--- src/hw/rtl/gte_pkg.sv ---
package gte_pkg;

	// Sizes
	localparam int MAX_LENGTH_DEFAULT = 1024;
	localparam int QUEUE_DEPTH        = 2;
	localparam int LEAD_LEN           = 6;
	localparam int TIME_FIRST         = 7;
	localparam int TIME_LAST          = 12;
	localparam int TIME_DIGITS        = 6;

	localparam logic [4:0] HOUR_OFFSET_RESET = 5'd8;

	// Characters of the sentence grammar
	localparam logic [7:0] CHAR_DOLLAR = 8'h24;
	localparam logic [7:0] CHAR_STAR   = 8'h2A;
	localparam logic [7:0] CHAR_COMMA  = 8'h2C;
	localparam logic [7:0] CHAR_ZERO   = 8'h30;
	localparam logic [7:0] CHAR_NINE   = 8'h39;
	localparam logic [7:0] CHAR_A      = 8'h41;
	localparam logic [7:0] CHAR_F      = 8'h46;
	localparam logic [7:0] CHAR_G      = 8'h47;
	localparam logic [7:0] CHAR_P      = 8'h50;
	localparam logic [7:0] CHAR_R      = 8'h52;
	localparam logic [7:0] CHAR_M      = 8'h4D;
	localparam logic [7:0] CHAR_C      = 8'h43;

	typedef logic [3:0] digit_t;

	typedef struct packed {
		logic [7:0] data_byte;
		logic       last_byte;
	} in_req_t;

	typedef struct packed {
		logic [4:0] out_hour;
		logic [6:0] out_minute;
		logic [6:0] out_second;
		logic       updated;
	} out_req_t;

	// One finished sentence as handed from the parser to the time stage
	typedef struct packed {
		logic                         valid;
		digit_t [TIME_DIGITS-1:0]     digits;
	} sentence_t;

endpackage

--- src/hw/rtl/gte_front.sv ---
module gte_front import gte_pkg::*; #(
	parameter int MAX_LENGTH = MAX_LENGTH_DEFAULT
) (
	input  logic      clk,
	input  logic      arst_n,
	input  logic      in_valid,
	output logic      in_stall,
	input  in_req_t   in_req,
	output logic      push,
	output sentence_t push_data,
	input  logic      q_full
);

	localparam int PosW = $clog2(MAX_LENGTH + 1);

	// Expected text of the sentence head
	function automatic logic [7:0] lead_char(input logic [2:0] idx);
		logic [7:0] ch;
		unique case (idx)
			3'd0:    ch = CHAR_DOLLAR;
			3'd1:    ch = CHAR_G;
			3'd2:    ch = CHAR_P;
			3'd3:    ch = CHAR_R;
			3'd4:    ch = CHAR_M;
			3'd5:    ch = CHAR_C;
			default: ch = 8'h00;
		endcase
		return ch;
	endfunction

	// Decode one upper-case hex digit: {bad, value}
	function automatic logic [4:0] hex_decode(input logic [7:0] ch);
		logic [4:0] r;
		if (ch >= CHAR_ZERO && ch <= CHAR_NINE) begin
			r = {1'b0, ch[3:0]};
		end else if (ch >= CHAR_A && ch <= CHAR_F) begin
			r = {1'b0, 4'(ch[3:0] + 4'd9)};
		end else begin
			r = {1'b1, 4'd0};
		end
		return r;
	endfunction

	logic [PosW-1:0] pos_q, pos_d;
	logic [7:0]      xor_q, xor_d;
	logic [7:0]      rsum_q, rsum_d;
	logic [1:0]      hex_cnt_q, hex_cnt_d;
	logic            prefix_ok_q, prefix_ok_d;
	logic            star_q, star_d;
	logic            comma_q, comma_d;
	logic            status_ok_q, status_ok_d;
	logic            pending_q, pending_d;
	logic            reject_q, reject_d;
	digit_t [TIME_DIGITS-1:0] digits_q, digits_d;

	logic       accept;
	logic [7:0] ch;
	logic [2:0] tidx;
	logic [4:0] hexv;
	logic       sent_ok;

	assign accept   = in_valid && !q_full;
	assign in_stall = q_full;
	assign ch       = in_req.data_byte;
	assign tidx     = 3'(pos_q - PosW'(TIME_FIRST));
	assign hexv     = hex_decode(ch);

	// Classify the incoming byte against the parse state
	always_comb begin
		pos_d       = pos_q;
		xor_d       = xor_q;
		rsum_d      = rsum_q;
		hex_cnt_d   = hex_cnt_q;
		prefix_ok_d = prefix_ok_q;
		star_d      = star_q;
		comma_d     = comma_q;
		status_ok_d = status_ok_q;
		pending_d   = pending_q;
		reject_d    = reject_q;
		digits_d    = digits_q;
		if (pos_q >= PosW'(MAX_LENGTH)) begin
			reject_d = 1'b1;
		end else begin
			if (pos_q < PosW'(LEAD_LEN) && ch != lead_char(pos_q[2:0])) begin
				prefix_ok_d = 1'b0;
			end
			if (pending_q) begin
				pending_d   = 1'b0;
				status_ok_d = (ch == CHAR_A);
			end
			if (pos_q >= PosW'(TIME_FIRST) && pos_q <= PosW'(TIME_LAST)) begin
				if (ch >= CHAR_ZERO && ch <= CHAR_NINE) begin
					digits_d[tidx] = ch[3:0];
				end else begin
					reject_d = 1'b1;
				end
			end
			if (star_q) begin
				if (hex_cnt_q != 2'd2) begin
					if (hexv[4]) begin
						reject_d = 1'b1;
					end else begin
						rsum_d = {rsum_q[3:0], hexv[3:0]};
					end
					hex_cnt_d = hex_cnt_q + 2'd1;
				end
			end else if (pos_q != '0) begin
				if (ch == CHAR_STAR) begin
					star_d = 1'b1;
				end else begin
					xor_d = xor_q ^ ch;
					if (ch == CHAR_COMMA && pos_q >= PosW'(TIME_FIRST) && !comma_q) begin
						comma_d   = 1'b1;
						pending_d = 1'b1;
					end
				end
			end
			pos_d = pos_q + PosW'(1);
		end
	end

	// Judge the sentence on its last byte
	assign sent_ok = prefix_ok_d && !reject_d && star_d && (hex_cnt_d == 2'd2) &&
		comma_d && status_ok_d && (rsum_d == xor_d);

	assign push             = accept && in_req.last_byte;
	assign push_data.valid  = sent_ok;
	assign push_data.digits = digits_d;

	// Advance the parse state, restart after each sentence
	always_ff @(posedge clk or negedge arst_n) begin
		if (!arst_n) begin
			pos_q       <= '0;
			xor_q       <= '0;
			rsum_q      <= '0;
			hex_cnt_q   <= '0;
			prefix_ok_q <= 1'b1;
			star_q      <= 1'b0;
			comma_q     <= 1'b0;
			status_ok_q <= 1'b0;
			pending_q   <= 1'b0;
			reject_q    <= 1'b0;
			digits_q    <= '0;
		end else if (accept) begin
			if (in_req.last_byte) begin
				pos_q       <= '0;
				xor_q       <= '0;
				rsum_q      <= '0;
				hex_cnt_q   <= '0;
				prefix_ok_q <= 1'b1;
				star_q      <= 1'b0;
				comma_q     <= 1'b0;
				status_ok_q <= 1'b0;
				pending_q   <= 1'b0;
				reject_q    <= 1'b0;
				digits_q    <= '0;
			end else begin
				pos_q       <= pos_d;
				xor_q       <= xor_d;
				rsum_q      <= rsum_d;
				hex_cnt_q   <= hex_cnt_d;
				prefix_ok_q <= prefix_ok_d;
				star_q      <= star_d;
				comma_q     <= comma_d;
				status_ok_q <= status_ok_d;
				pending_q   <= pending_d;
				reject_q    <= reject_d;
				digits_q    <= digits_d;
			end
		end
	end

endmodule

--- src/hw/rtl/gte_fifo.sv ---
module gte_fifo import gte_pkg::*; (
	input  logic      clk,
	input  logic      arst_n,
	input  logic      push,
	input  sentence_t push_data,
	output logic      full,
	input  logic      pop,
	output logic      valid,
	output sentence_t pop_data
);

	localparam int PtrW = (QUEUE_DEPTH > 1) ? $clog2(QUEUE_DEPTH) : 1;
	localparam int CntW = $clog2(QUEUE_DEPTH + 1);

	sentence_t [QUEUE_DEPTH-1:0] slot_q;
	logic [PtrW-1:0] wr_ptr_q, rd_ptr_q;
	logic [CntW-1:0] count_q;

	assign full     = (count_q == CntW'(QUEUE_DEPTH));
	assign valid    = (count_q != '0);
	assign pop_data = slot_q[rd_ptr_q];

	// Store a finished sentence
	always_ff @(posedge clk) begin
		if (push) begin
			slot_q[wr_ptr_q] <= push_data;
		end
	end

	// Advance pointers and fill count
	always_ff @(posedge clk or negedge arst_n) begin
		if (!arst_n) begin
			wr_ptr_q <= '0;
			rd_ptr_q <= '0;
			count_q  <= '0;
		end else begin
			if (push) begin
				wr_ptr_q <= (wr_ptr_q == PtrW'(QUEUE_DEPTH - 1)) ? '0 : wr_ptr_q + PtrW'(1);
			end
			if (pop) begin
				rd_ptr_q <= (rd_ptr_q == PtrW'(QUEUE_DEPTH - 1)) ? '0 : rd_ptr_q + PtrW'(1);
			end
			if (push && !pop) begin
				count_q <= count_q + CntW'(1);
			end else if (pop && !push) begin
				count_q <= count_q - CntW'(1);
			end
		end
	end

endmodule

--- src/hw/rtl/gte_back.sv ---
module gte_back import gte_pkg::*; (
	input  logic      clk,
	input  logic      arst_n,
	input  logic      cfg_we,
	input  logic [4:0] cfg_wdata,
	input  logic      q_valid,
	input  sentence_t q_data,
	output logic      q_pop,
	output logic      out_valid,
	input  logic      out_stall,
	output out_req_t  out_req
);

	// Reduce a value below 128+24 modulo 24
	function automatic logic [4:0] mod24(input logic [7:0] v);
		logic [7:0] r;
		r = v;
		if (r >= 8'd96) r = r - 8'd96;
		if (r >= 8'd48) r = r - 8'd48;
		if (r >= 8'd24) r = r - 8'd24;
		return 5'(r);
	endfunction

	logic [4:0] hour_offset_q;
	logic       out_valid_q;
	logic       updated_q;
	logic [4:0] held_hour_q;
	logic [6:0] held_minute_q;
	logic [6:0] held_second_q;

	logic [6:0] hour_utc, minute_val, second_val;
	logic [7:0] hour_sum;

	// Combine digit pairs
	assign hour_utc   = 7'(q_data.digits[0]) * 7'd10 + 7'(q_data.digits[1]);
	assign minute_val = 7'(q_data.digits[2]) * 7'd10 + 7'(q_data.digits[3]);
	assign second_val = 7'(q_data.digits[4]) * 7'd10 + 7'(q_data.digits[5]);
	assign hour_sum   = {1'b0, hour_utc} + {3'b0, hour_offset_q};

	assign q_pop     = q_valid && (!out_valid_q || !out_stall);
	assign out_valid = out_valid_q;
	assign out_req   = '{out_hour: held_hour_q, out_minute: held_minute_q,
		out_second: held_second_q, updated: updated_q};

	// Hold the configured hour offset
	always_ff @(posedge clk or negedge arst_n) begin
		if (!arst_n) begin
			hour_offset_q <= HOUR_OFFSET_RESET;
		end else if (cfg_we) begin
			hour_offset_q <= cfg_wdata;
		end
	end

	// Update held time and present one result per sentence
	always_ff @(posedge clk or negedge arst_n) begin
		if (!arst_n) begin
			out_valid_q   <= 1'b0;
			updated_q     <= 1'b0;
			held_hour_q   <= '0;
			held_minute_q <= '0;
			held_second_q <= '0;
		end else if (q_pop) begin
			out_valid_q <= 1'b1;
			updated_q   <= q_data.valid;
			if (q_data.valid) begin
				held_hour_q   <= mod24(hour_sum);
				held_minute_q <= minute_val;
				held_second_q <= second_val;
			end
		end else if (!out_stall) begin
			out_valid_q <= 1'b0;
		end
	end

endmodule

--- src/hw/rtl/gprmc_time_extractor.sv ---
// GPRMC time extractor: takes one NMEA byte per cycle (last_byte marks the end of a
// sentence) and, for every sentence, returns the held local time plus an updated flag
// that is set when the sentence began with $GPRMC, carried a matching two-digit hex
// checksum, status 'A' and six decimal time digits. The hour is shifted by hour_offset
// (reset 8) modulo 24; write the offset only while no sentence is in flight. Bytes are
// taken every cycle unless the sentence queue is full. A two-entry sentence queue sits
// between the byte parser and the time stage, so input stalls only once two finished
// sentences wait behind a stalled output.
module gprmc_time_extractor import gte_pkg::*; #(
	parameter int MAX_LENGTH = MAX_LENGTH_DEFAULT
) (
	input  logic       clk,
	input  logic       arst_n,
	input  logic       in_valid,
	output logic       in_stall,
	input  in_req_t    in_req,
	output logic       out_valid,
	input  logic       out_stall,
	output out_req_t   out_req,
	input  logic       cfg_we,
	input  logic [4:0] cfg_wdata
);

	logic      q_push, q_full, q_valid, q_pop;
	sentence_t q_wdata, q_rdata;

	gte_front #(
		.MAX_LENGTH(MAX_LENGTH)
	) u_front (
		.clk      (clk),
		.arst_n   (arst_n),
		.in_valid (in_valid),
		.in_stall (in_stall),
		.in_req   (in_req),
		.push     (q_push),
		.push_data(q_wdata),
		.q_full   (q_full)
	);

	gte_fifo u_fifo (
		.clk      (clk),
		.arst_n   (arst_n),
		.push     (q_push),
		.push_data(q_wdata),
		.full     (q_full),
		.pop      (q_pop),
		.valid    (q_valid),
		.pop_data (q_rdata)
	);

	gte_back u_back (
		.clk      (clk),
		.arst_n   (arst_n),
		.cfg_we   (cfg_we),
		.cfg_wdata(cfg_wdata),
		.q_valid  (q_valid),
		.q_data   (q_rdata),
		.q_pop    (q_pop),
		.out_valid(out_valid),
		.out_stall(out_stall),
		.out_req  (out_req)
	);

`ifndef ASSERT_OFF
	// Held hour is always a valid clock hour
	a_hour_range: assert property (@(posedge clk) disable iff (!arst_n)
		out_valid |-> (out_req.out_hour < 5'd24))
		else $error("held hour out of range");

	// A new result shows only after a sentence sat in the queue
	a_result_source: assert property (@(posedge clk) disable iff (!arst_n)
		$rose(out_valid) |-> $past(q_valid))
		else $error("result without queued sentence");

	// A result leaves only when the consumer takes it
	a_result_taken: assert property (@(posedge clk) disable iff (!arst_n)
		$fell(out_valid) |-> $past(!out_stall))
		else $error("result dropped while stalled");
`endif

endmodule
--- config.mk ---
export PLATFORM = sky130hd
export DESIGN_NAME = gprmc_time_extractor
export DESIGN_NICKNAME = d
export VERILOG_FILES = /design/src/hw/rtl/gte_pkg.sv /design/src/hw/rtl/gte_front.sv /design/src/hw/rtl/gte_fifo.sv /design/src/hw/rtl/gte_back.sv /design/src/hw/rtl/gprmc_time_extractor.sv
export SDC_FILE = /design/constraint.sdc
export NUM_CORES = 1
export LEC_CHECK = 0
export ABC_AREA = 1
export BUFFER_PORTS_ARGS = -buffer_cell sky130_fd_sc_hd__buf_2
export CAP_MARGIN = 10
export CORE_ASPECT_RATIO = 1.4
export CORE_UTILIZATION = 45
export CTS_BUF_LIST = sky130_fd_sc_hd__clkbuf_16
export CTS_CLUSTER_SIZE = 25
export DETAILED_ROUTE_END_ITERATION = 10
export GPL_ROUTABILITY_DRIVEN = 0
export PLACE_DENSITY = 0.75
export SYNTH_ARGS = -nofsm -noshare
export SYNTH_HDL_FRONTEND = slang
export SYNTH_SLANG_ARGS = --single-unit
--- constraint.sdc ---
create_clock -name clk -period 3.85 [get_ports clk]
set_clock_uncertainty 0.1 [all_clocks]
set_input_delay 0.77 -clock clk [delete_from_list [all_inputs] [get_ports clk]]
set_output_delay 0.77 -clock clk [all_outputs]
set_load 0.005 [all_outputs]
==> flow_metrics.py, run 1 <==
metrics = {
    "finish": {
        "fillerInstances": 1548,
        "n_antenna_cell": 0,
        "drive_above_1_share_pct": 18.1,
        "area_growth_pct": 17.7,
        "fin_nets": 1066,
    },
    "critical_path": {
        "slowest_stage": "dfrtp_1",
        "critPathKind": "register to register",
        "required_ns": 4.06,
        "end_kind": "register",
        "crit_top_cell": "nand2_1",
        "cp_max_fo": 5,
        "arrival_ns": 3.89,
        "startpoint_type": "register",
        "cpPeakStageDelay_ns": 0.40,
    },
    "routing": {
        "drc_errors": 0,
        "viasPerCell": 5.11,
        "wl_um": 17200,
        "wl_per_cell_um": 13.8,
        "drtIter0Drc": 430,
        "ant_nets": 0,
        "drt_first_pass_iters": 5,
        "vias": 6398,
    },
    "sta": {
        "tightest_slew_ns": 0.908,
        "finalHoldViolCount": 0,
        "relSlewSlack_pct": 39.5,
        "setup_tns_ns": 0,
        "post-route-period-util_pct": 95.6,
        "report.final.slew_viol_count": 0,
        "setup_viol": 0,
        "min_period_ns": 3.68,
        "max_freq_mhz": 272,
        "timing.final.ws_setup_ns": 0.168,
    },
    "pwr": {
        "p_switching_mw": 3.85,
        "max-vdd-ir-drop_mv": 0.726,
        "p_int_mw": 4.87,
        "p_leak_nw": 4.68,
        "p_sw_share_pct": 44.2,
        "comb_power_share_pct": 59.4,
        "clockPowerShare_pct": 18.4,
        "power_density_nw_per_um2": 932,
        "pwr-share-seq_pct": 22.2,
    },
    "cts": {
        "path_clk_slew_ns": 0.06,
        "clkLatencyLatePin_ns": 0.42,
        "cts_buffers": 17,
        "holdBufCountCts": 0,
        "cts_tree": "yes",
        "cts_buffer_depth": 2,
        "clock-root-buffer": "clkbuf_16",
        "cts_htree_levels": 4,
        "cts.sinks": 139,
    },
    "die": {
        "core_area_um2": 17300,
        "fp.dieH_um": 159,
        "dieArea_um2": 18200,
        "die_x_um": 114,
        "io-pin-count": 41,
        "initial_core_util_pct": 45.9,
        "rows": 57,
    },
    "yosys": {
        "syn_inst": 941,
        "yosysWarnings": 0,
        "ys_types": 48,
        "synth-seq-area-share_pct": 46.9,
        "synth.avg_cell_area_um2": 8.45,
        "synth-seq-cells": 139,
        "syn_area_um2": 7950,
        "synth_fp_nets": 1004,
        "synth_enable_flop_cells": 50,
        "ys_async_sr_fraction_pct": 64.0,
        "synthFlopType": "dfrtp_1",
    },
    "global_routing": {
        "grt_usage_pct": 19.6,
        "grt-ovfl-total": 0,
        "grt_pass1_vias": 6245,
        "antenna_found_initial": 0,
        "grt_pass1_wl_um": 28200,
        "grt_start_max_net_pins": 47,
    },
    "placement": {
        "port_buffers": 40,
        "dp_hpwl_um": 11900,
        "pre_cts_ws_ns": 0.0614,
    },
    "run_status": {
        "status": "finished, final reports clean",
    },
    "job": {
        "drv_cap": 0,
    },
    "min_path": {
        "hp-class": "primary input to async pin",
    },
}
-- metrics by stage --
| step | utilization, % | power (mW) | hold slack, ns | instance area (µm²) | instances |
|---|---|---|---|---|---|
| detailed placement | 49.0 | 6.13 | 0.360 | 8490 | 1210 |
| global route | 54.0 | 9.51 | 0.311 | 9360 | 1252 |
| floorplan | - | 5.20 | 0.346 | 7990 | 941 |
| CTS | 52.3 | 7.76 | 0.283 | 9070 | 1242 |
| finish | 54.0 | 8.72 | 0.262 | 9360 | 1252 |
| global placement | 49.0 | 5.98 | 0.360 | 8490 | 1210 |
-- registers in the layout, indices dropped and copies added, names as in the netlist --
signal / cells
u_fifo.rd_ptr_q: 1
u_back.held_hour_q: 5
u_front.pos_q: 11
u_front.comma_q: 1
u_back.out_valid: 1
u_front.rsum_q: 8
u_front.pending_q: 1
u_fifo.count_q: 2
u_front.xor_q: 8
u_fifo.wr_ptr_q: 1
u_front.reject_q: 1
u_front.prefix_ok_q: 1
u_back.hour_offset_q: 5
u_back.held_second_q: 7
u_back.updated_q: 1
u_front.status_ok_q: 1
u_fifo.slot_q: 50
u_front.digits_q: 24
u_back.held_minute_q: 7
u_front.star_q: 1
u_front.hex_cnt_q: 2
-- worst max-delay path, delay by kind of cell (launching register included) --
| kind | cells | cell delay (ns) |
|---|---|---|
| AND/OR/NAND/NOR | 16 | 1.19 |
| adder cells (fa/ha/maj) | 4 | 1.08 |
| buffers and inverters | 6 | 0.53 |
| flip-flops | 1 | 0.40 |
| AO/OA/AOI/OAI | 1 | 0.15 |
| XOR/XNOR | 1 | 0.12 |
-- worst paths after layout --
| check | from | end | slack (ns) | depth (start not counted) |
|---|---|---|---|---|
| setup / recovery | u_fifo.rd_ptr_q | u_back.held_hour_q[4] | 0.17 | 28 |
| hold / removal | arst_n | u_back.held_second_q[1] | 0.26 | 1 |
| setup reg to reg | u_fifo.rd_ptr_q | u_back.held_hour_q[4] | 0.17 | 28 |
| hold reg to reg | u_back.held_second_q[1] | u_back.held_second_q[1] | 0.37 | 2 |
| max in group asynchronous | arst_n | u_front.prefix_ok_q | 2.56 | 2 |
| min in group clk | u_back.held_second_q[1] | u_back.held_second_q[1] | 0.37 | 2 |
-- layout make-up --
class / instances / area, µm² / share of cell area, %
timing repair buffer: 67 / 450 / 4.81
tap: 236 / 295 / 3.15
inverter: 147 / 559 / 5.98
clock buffer: 17 / 425 / 4.54
clock inverter: 15 / 150 / 1.60
multi-input combinational: 631 / 3750 / 40.0
sequential: 139 / 3730 / 39.9
-- power groups by stage --
| stage | sequential, mW | clock, mW | combinational (mW) |
|---|---|---|---|
| 2_1_floorplan | 1.94 | 0 | 3.26 |
| 3_3_place_gp | 1.95 | 0 | 4.03 |
| 3_5_place_dp | 1.96 | 0 | 4.17 |
| 4_1_cts | 1.93 | 1.63 | 4.20 |
| 5_1_grt | 1.96 | 1.69 | 5.86 |
| 6_report | 1.94 | 1.61 | 5.18 |
-- layout by cell type, fill, tap and decap left out, types with 6 or more instances in the layout --
master	count
ha_1	29
nand2_1	244
nand3_2	9
o21ai_1	18
dfrtp_1	87
or2_2	8
nand3_1	50
inv_2	8
o22ai_1	33
buf_2	39
nand2_4	10
edfxtp_1	50
o21ai_0	53
nand4_1	9
nor3_1	7
clkbuf_16	17
inv_1	138
nand2_2	13
buf_4	23
ha_4	6
xor2_1	18
a21oi_1	19
nor2_1	41
-- synth_stat cells, types with 16 or more instances --
cell	number	area share [%]
ha_1	37	5.8
dfrtp_1	87	27
o21ai_1	18	1.1
o22ai_1	33	2.6
o21ai_0	56	3.5
edfxtp_1	50	19
clkbuf_1	16	0.76
inv_1	140	6.6
nor2_1	44	2.1
xor2_1	18	2.0
nand2_1	259	12
a21oi_1	21	1.3
nand3_1	54	3.4
-- metal layers --
| metal | track usage, % | vias up | part of all wire, % |
|---|---|---|---|
| li1 | - | 3205 | - |
| met3 | 4.38 | 47 | 3.5 |
| met4 | 8.56 | 0 | 3.4 |
| met5 | 0 | - | 0 |
| met1 | 21.3 | 2987 | 41 |
| met2 | 35.8 | 159 | 53 |
-- logic make-up (layout without fill, tap and decap cells) --
family                   after synthesis  count (layout)  synth area share (%)
flip-flops                           139             139                  46.9
AND/OR/NAND/NOR                      408             408                  22.6
multiplexers                           5               5                 0.708
adder cells (fa/ha/maj)               44              44                  7.59
buffers and inverters                171             246                  8.58
XOR/XNOR                              24              24                  2.74
AO/OA/AOI/OAI                        150             150                  10.8
-- timing repair --
| action | 4_1_cts | 5_1_grt |
|---|---|---|
| hold endpoints to repair | 0 | 0 |
| setup endpoints to repair | 0 | 2 |
| setup buffers | 0 | 10 |
| gates resized for setup | 0 | 59 |
Power figures use the tool's default switching activity.
==> run 2: changes to the inputs <==
--- a/config.mk
+++ b/config.mk
@@ -10,10 +10,10 @@
 export CAP_MARGIN = 10
 export CORE_ASPECT_RATIO = 1.4
 export CORE_UTILIZATION = 45
-export CTS_BUF_LIST = sky130_fd_sc_hd__clkbuf_16
 export CTS_CLUSTER_SIZE = 25
 export DETAILED_ROUTE_END_ITERATION = 10
 export GPL_ROUTABILITY_DRIVEN = 0
+export MAX_ROUTING_LAYER = met4
 export PLACE_DENSITY = 0.75
 export SYNTH_ARGS = -nofsm -noshare
 export SYNTH_HDL_FRONTEND = slang
==> run 2 against run 1 <==
Compared with the run above: critical path depth is the same; non-clock buffer count did not move; via count about the same; worst setup slack improved by 0.032 ns; combinational power rose by 2%; largest cell class unchanged.
==> flow_metrics.py, run 2 (synthesis results as in run 1) <==
metrics = {
    "sta": {
        "worst_hold_slack_ns": 0.257,
        "min_period_ns": 3.65,
        "report.final.slew_viol_count": 0,
        "timing.final.ws_setup_ns": 0.200,
        "setup_tns_ns": 0,
        "relSlewSlack_pct": 39.4,
        "finalHoldViolCount": 0,
        "tightest_slew_ns": 0.909,
        "setup_viol": 0,
        "max_freq_mhz": 274,
        "post-route-period-util_pct": 94.8,
    },
    "global_routing": {
        "grt_pass1_vias": 6244,
        "grt_start_max_net_pins": 47,
        "grt-ovfl-total": 0,
        "antenna_found_initial": 0,
        "grt_pass1_wl_um": 28200,
        "grt_usage_pct": 20.2,
    },
    "finish": {
        "drive_above_1_share_pct": 18.2,
        "registers.top_by_ff_count": "u_fifo.slot_q",
        "layout_commonest_cell": "nand2_1",
        "layout_common_cells": "244 x nand2_1, 135 x inv_1, 87 x dfrtp_1",
        "area.sequential_um2": 3730,
        "stdcell_area_um2": 9380,
        "n_antenna_cell": 0,
        "area_growth_pct": 18.0,
        "fillerInstances": 1551,
        "final_core_util_pct": 54.1,
        "fin_nets": 1066,
        "multiInputGateArea_um2": 3760,
        "reg_top3": "u_fifo.slot_q: 50 flops, u_front.digits_q: 24 flops, u_front.pos_q: 11 flops",
        "largest_reg_flops": 50,
    },
    "cts": {
        "holdBufCountCts": 0,
        "cts_htree_levels": 4,
        "path_clk_slew_ns": 0.06,
        "cts_tree": "yes",
        "clkLatencyLatePin_ns": 0.42,
        "cts_buffer_depth": 2,
        "clock-root-buffer": "clkbuf_16",
        "cts_buffers": 17,
        "cts.sinks": 139,
    },
    "critical_path": {
        "rr_startpoint": "u_fifo.rd_ptr_q",
        "cp_max_fo": 5,
        "cpPeakStageDelay_ns": 0.40,
        "required_ns": 4.06,
        "r2r-end": "u_back.held_hour_q[3]",
        "critPathKind": "register to register",
        "reg2reg_depth": 28,
        "crit_top_cell": "nand2_1",
        "reg2reg_setup_slack_ns": 0.20,
        "end_kind": "register",
        "slowest_stage": "dfrtp_1",
        "arrival_ns": 3.86,
        "startpoint_type": "register",
    },
    "routing": {
        "dr_wl_met2_um": 9140,
        "ant_nets": 0,
        "highest_layer": "met4",
        "viasPerCell": 5.11,
        "wl_met1_um": 6910,
        "wl_per_cell_um": 13.7,
        "vias": 6394,
        "drtIter0Drc": 429,
        "drc_errors": 0,
        "wl_met3_um": 595,
        "wl_um": 17200,
        "drt_first_pass_iters": 6,
    },
    "min_path": {
        "hp-class": "primary input to async pin",
    },
    "placement": {
        "pre_cts_ws_ns": 0.0614,
        "port_buffers": 40,
        "place_area_um2": 8490,
        "dp_hpwl_um": 11900,
    },
    "die": {
        "initial_core_util_pct": 45.9,
        "die_x_um": 114,
        "io-pin-count": 41,
        "fp.dieH_um": 159,
        "dieArea_um2": 18200,
        "core_area_um2": 17300,
        "rows": 57,
    },
    "pwr": {
        "max-vdd-ir-drop_mv": 0.736,
        "power_density_nw_per_um2": 943,
        "p_leak_nw": 4.68,
    },
    "job": {
        "drv_cap": 0,
    },
    "run_status": {
        "status": "finished, final reports clean",
    },
}
## run 2: routing by layer
| layer | GRT usage, % | up-vias |
|---|---|---|
| met5 | - | - |
| met4 | 8.56 | 0 |
| met3 | 4.38 | 46 |
| met2 | 36.0 | 154 |
| met1 | 21.2 | 2986 |
| li1 | - | 3208 |
## run 2: worst max path at each step
| stage | startpoint | end | depth (start not counted) |
|---|---|---|---|
| final | u_fifo.rd_ptr_q | u_back.held_hour_q[3] | 28 |
| after CTS | u_fifo.rd_ptr_q | u_back.held_hour_q[3] | 28 |
| after floorplan | u_fifo.rd_ptr_q | u_back.held_hour_q[4] | 33 |
| after global placement | u_fifo.rd_ptr_q | u_back.held_hour_q[4] | 27 |
| after global routing | u_fifo.rd_ptr_q | u_back.held_hour_q[3] | 30 |
| after detailed placement | u_fifo.rd_ptr_q | u_back.held_hour_q[3] | 28 |
## run 2: area by class of cell
cell class / instances / area share [%]
timing repair buffer: 67 / 4.80
sequential: 139 / 39.8
inverter: 147 / 5.96
multi-input combinational: 631 / 40.1
clock inverter: 11 / 1.44
clock buffer: 21 / 4.80
tap: 236 / 3.15
## run 2: what timing repair did
action	CTS	global route
buffers inserted	0	10
resized for setup	0	60
setup endpoints to repair	0	2
## run 2: power by group
group | switching, mW | internal, mW | total (mW)
clock | 0.650 | 0.982 | 1.63
sequential | 0.131 | 1.80 | 1.94
combinational | 3.11 | 2.17 | 5.28
## run 2: stage by stage
| step | std cells | total power [mW] |
|---|---|---|
| after floorplan | 941 | 5.20 |
| after global placement | 1210 | 5.98 |
| after detailed placement | 1210 | 6.13 |
| after CTS | 1242 | 7.79 |
| after global routing | 1252 | 9.66 |
| final | 1252 | 8.85 |
## run 2: worst max-delay path, delay by kind of cell (launching register included)
family / cells / cell delay (ns)
AOI/OAI and AO/OA: 1 / 0.15
xor gates and xnor gates: 1 / 0.12
adders and majority gates: 4 / 0.98
buffers and inverters: 7 / 0.60
DFF: 1 / 0.40
and+or+nand+nor: 15 / 1.17
==> run 3: changes to the inputs <==
--- a/config.mk
+++ b/config.mk
@@ -17,4 +17,5 @@
 export PLACE_DENSITY = 0.75
 export SYNTH_ARGS = -nofsm -noshare
 export SYNTH_HDL_FRONTEND = slang
+export SYNTH_HIERARCHICAL = 1
 export SYNTH_SLANG_ARGS = --single-unit
==> run 3 against run 2 <==
Compared with the run above: via count increased by 1.4%; flip-flop and latch count unchanged; die area increased by 4.8%; core utilization decreased by 1.1 points; combinational power decreased by 14%; critical path type unchanged; critical endpoint is now u_back/held_hour_q[3]; largest power group unchanged.
==> flow_metrics.py, run 3 <==
metrics = {
    "sta": {
        "relSlewSlack_pct": 29.0,
        "report.final.slew_viol_count": 0,
        "post-route-period-util_pct": 98.8,
        "worst_hold_slack_ns": 0.292,
        "finalHoldViolCount": 0,
        "setup_viol": 0,
        "min_period_ns": 3.80,
        "max_freq_mhz": 263,
        "setup_tns_ns": 0,
        "tightest_slew_ns": 1.06,
    },
    "die": {
        "fp.dieH_um": 163,
        "die_x_um": 117,
        "rows": 58,
        "io-pin-count": 41,
        "dieArea_um2": 19100,
        "initial_core_util_pct": 46.2,
        "core_area_um2": 18100,
    },
    "finish": {
        "stdcell_area_um2": 9590,
        "n_antenna_cell": 0,
        "fin_nets": 1063,
        "drive_above_1_share_pct": 20.4,
        "area_growth_pct": 14.9,
        "reg_top3": "u_fifo/slot_q: 50 flops, u_front/digits_q: 24 flops, u_front/pos_q: 11 flops",
        "registers.top_by_ff_count": "u_fifo/slot_q",
        "layout_commonest_cell": "nand2_1",
        "layout_common_cells": "235 x nand2_1, 118 x inv_1, 86 x dfrtp_1",
        "largest_reg_flops": 50,
    },
    "global_routing": {
        "grt_pass1_wl_um": 28900,
        "antenna_found_initial": 0,
        "grt_pass1_vias": 6427,
        "grt_usage_pct": 20.1,
        "grt-ovfl-total": 0,
        "grt_start_max_net_pins": 54,
    },
    "critical_path": {
        "cp-endpoint": "u_back/held_hour_q[3]",
        "crit_family": "simple AND/OR/NAND/NOR gates",
        "r2r-end": "u_back/held_hour_q[3]",
        "required_ns": 4.05,
        "cpPeakStageDelay_ns": 0.44,
        "end_kind": "register",
        "cp_num_buf_inv": 6,
        "arrival_ns": 4.01,
        "critPathKind": "register to register",
        "cp_max_fo": 4,
        "slowest_stage": "dfrtp_2",
        "crit_start": "u_fifo/rd_ptr_q",
        "reg2reg_setup_slack_ns": 0.05,
        "reg2reg_depth": 29,
        "cp.depth": 29,
        "startpoint_type": "register",
        "rr_startpoint": "u_fifo/rd_ptr_q",
    },
    "run_status": {
        "status": "finished, final reports clean",
    },
    "yosys": {
        "synth_enable_flop_cells": 50,
        "synth_area_leader_cell": "dfrtp_1",
        "syn_area_um2": 8340,
        "yosysMostFrequentCell": "nand2_1",
        "synth_top_area_share_pct": 26.1,
        "ys_async_sr_fraction_pct": 64.0,
        "synth_fp_nets": 1012,
        "synth-seq-cells": 139,
        "ys_types": 51,
        "yosysWarnings": 6,
        "netlist_top_cells_area": "dfrtp_1 26%, edfxtp_1 18%, nand2_1 11%",
        "synthFlopType": "dfrtp_1",
        "synth-seq-area-share_pct": 44.7,
        "synth_top_cells_by_count": "245 x nand2_1, 120 x inv_1, 87 x dfrtp_1",
        "synth.avg_cell_area_um2": 8.79,
        "syn_inst": 949,
    },
    "pwr": {
        "power_density_nw_per_um2": 849,
        "clockPowerShare_pct": 20.4,
        "p_switching_mw": 3.47,
        "pwr-share-seq_pct": 23.9,
        "max-vdd-ir-drop_mv": 0.706,
        "p_sw_share_pct": 42.7,
        "comb_power_share_pct": 55.7,
        "p_int_mw": 4.67,
        "p_leak_nw": 4.67,
    },
    "placement": {
        "port_buffers": 40,
        "place_area_um2": 8740,
        "dp_hpwl_um": 12500,
    },
    "routing": {
        "drt_first_pass_iters": 6,
        "vias": 6485,
        "wl_um": 17700,
        "drc_errors": 0,
        "wl_per_cell_um": 14.1,
        "drtIter0Drc": 414,
        "ant_nets": 0,
        "viasPerCell": 5.18,
    },
    "cts": {
        "cts.sinks": 139,
        "path_clk_slew_ns": 0.06,
        "cts_htree_levels": 4,
        "clock-root-buffer": "clkbuf_16",
        "cts_buffers": 17,
        "cts_buffer_depth": 2,
        "clkLatencyLatePin_ns": 0.43,
        "cts_tree": "yes",
    },
    "job": {
        "drv_cap": 0,
    },
    "min_path": {
        "hp-class": "primary input to async pin",
    },
}
==> run 3: cell types whose count changed in the layout (fill, tap and decap cells not counted), sizes merged, moves of 19 or more <==
cell   previous run  this run
nor2             49        70
nand3            59        81
o22ai            33        13
inv             150       129
mux2              5        30
o21ai            76        57
==> run 3: cells by family after synthesis <==
| family | share of synthesized area [%] |
|---|---|
| simple gates | 24.3 |
| mux | 4.91 |
| flops | 44.7 |
| xor+xnor | 2.31 |
| compound gates | 8.37 |
| buf+inv | 8.18 |
| fa+ha+maj | 7.23 |
==> run 3: final cells by class <==
type,count,area (µm²)
Fill cell,1578,8480
Multi-Input combinational cell,656,4130
Sequential cell,139,3730
Inverter,129,489
Clock buffer,19,433
Timing Repair Buffer,57,338
Tap cell,240,300
Clock inverter,13,168
==> run 3: timing repair <==
item                                    CTS  global route
hold buffers                              0             0
pin swaps                                 0            13
endpoints found under the setup margin    2             2
gates resized for setup                   2            37
buffers inserted                          1             4
==> run 3: how the worst min path moves through the flow <==
stage	cells after the start	endpoint
3_3_place_gp	2	u_fifo/count_q[1]
3_5_place_dp	2	u_back/held_second_q[0]
2_1_floorplan	2	u_fifo/count_q[1]
5_1_grt	1	u_back/held_second_q[3]
6_report	1	u_back/held_second_q[5]
4_1_cts	1	u_front/digits_q[17]
==> run 3: worst register-to-register path: cells and delay by family, from the launching register on <==
kind            cells  cell delay [ns]
compound gates      2             0.29
xor+xnor            1             0.17
fa+ha+maj           4             0.89
buf+inv             6             0.38
flops               1             0.44
mux                 1             0.34
simple gates       15             1.12
==> run 3: power groups by stage <==
stage / clock network, mW / logic [mW] / registers (mW)
floorplan: 0 / 3.01 / 1.94
global placement: 0 / 3.59 / 1.95
detailed placement: 0 / 3.76 / 1.97
CTS: 1.69 / 3.83 / 1.94
global route: 1.75 / 5.07 / 1.98
finish: 1.66 / 4.53 / 1.95
==> run 3: layer usage <==
| layer | wire length, µm | global-route usage, % | part of all wire [%] | vias to the layer above |
|---|---|---|---|---|
| met1 | 7140 | 21.1 | 40 | 3098 |
| met5 | 0 | - | 0 | - |
| met3 | 595 | 3.93 | 3.4 | 39 |
| met4 | 473 | 8.86 | 2.7 | 0 |
| met2 | 9470 | 35.8 | 54 | 140 |
| li1 | - | - | - | 3208 |
==> run 3: per-stage QoR <==
step	power, mW	utilization, %	setup slack (ns)	cells
after floorplan	4.95	-	0.129	949
final	8.14	53.0	0.0451	1253
after CTS	7.46	51.9	0.00454	1249
after global routing	8.79	53.0	-0.161	1253
after global placement	5.54	48.4	0.0599	1216
after detailed placement	5.73	48.4	-0.0573	1216
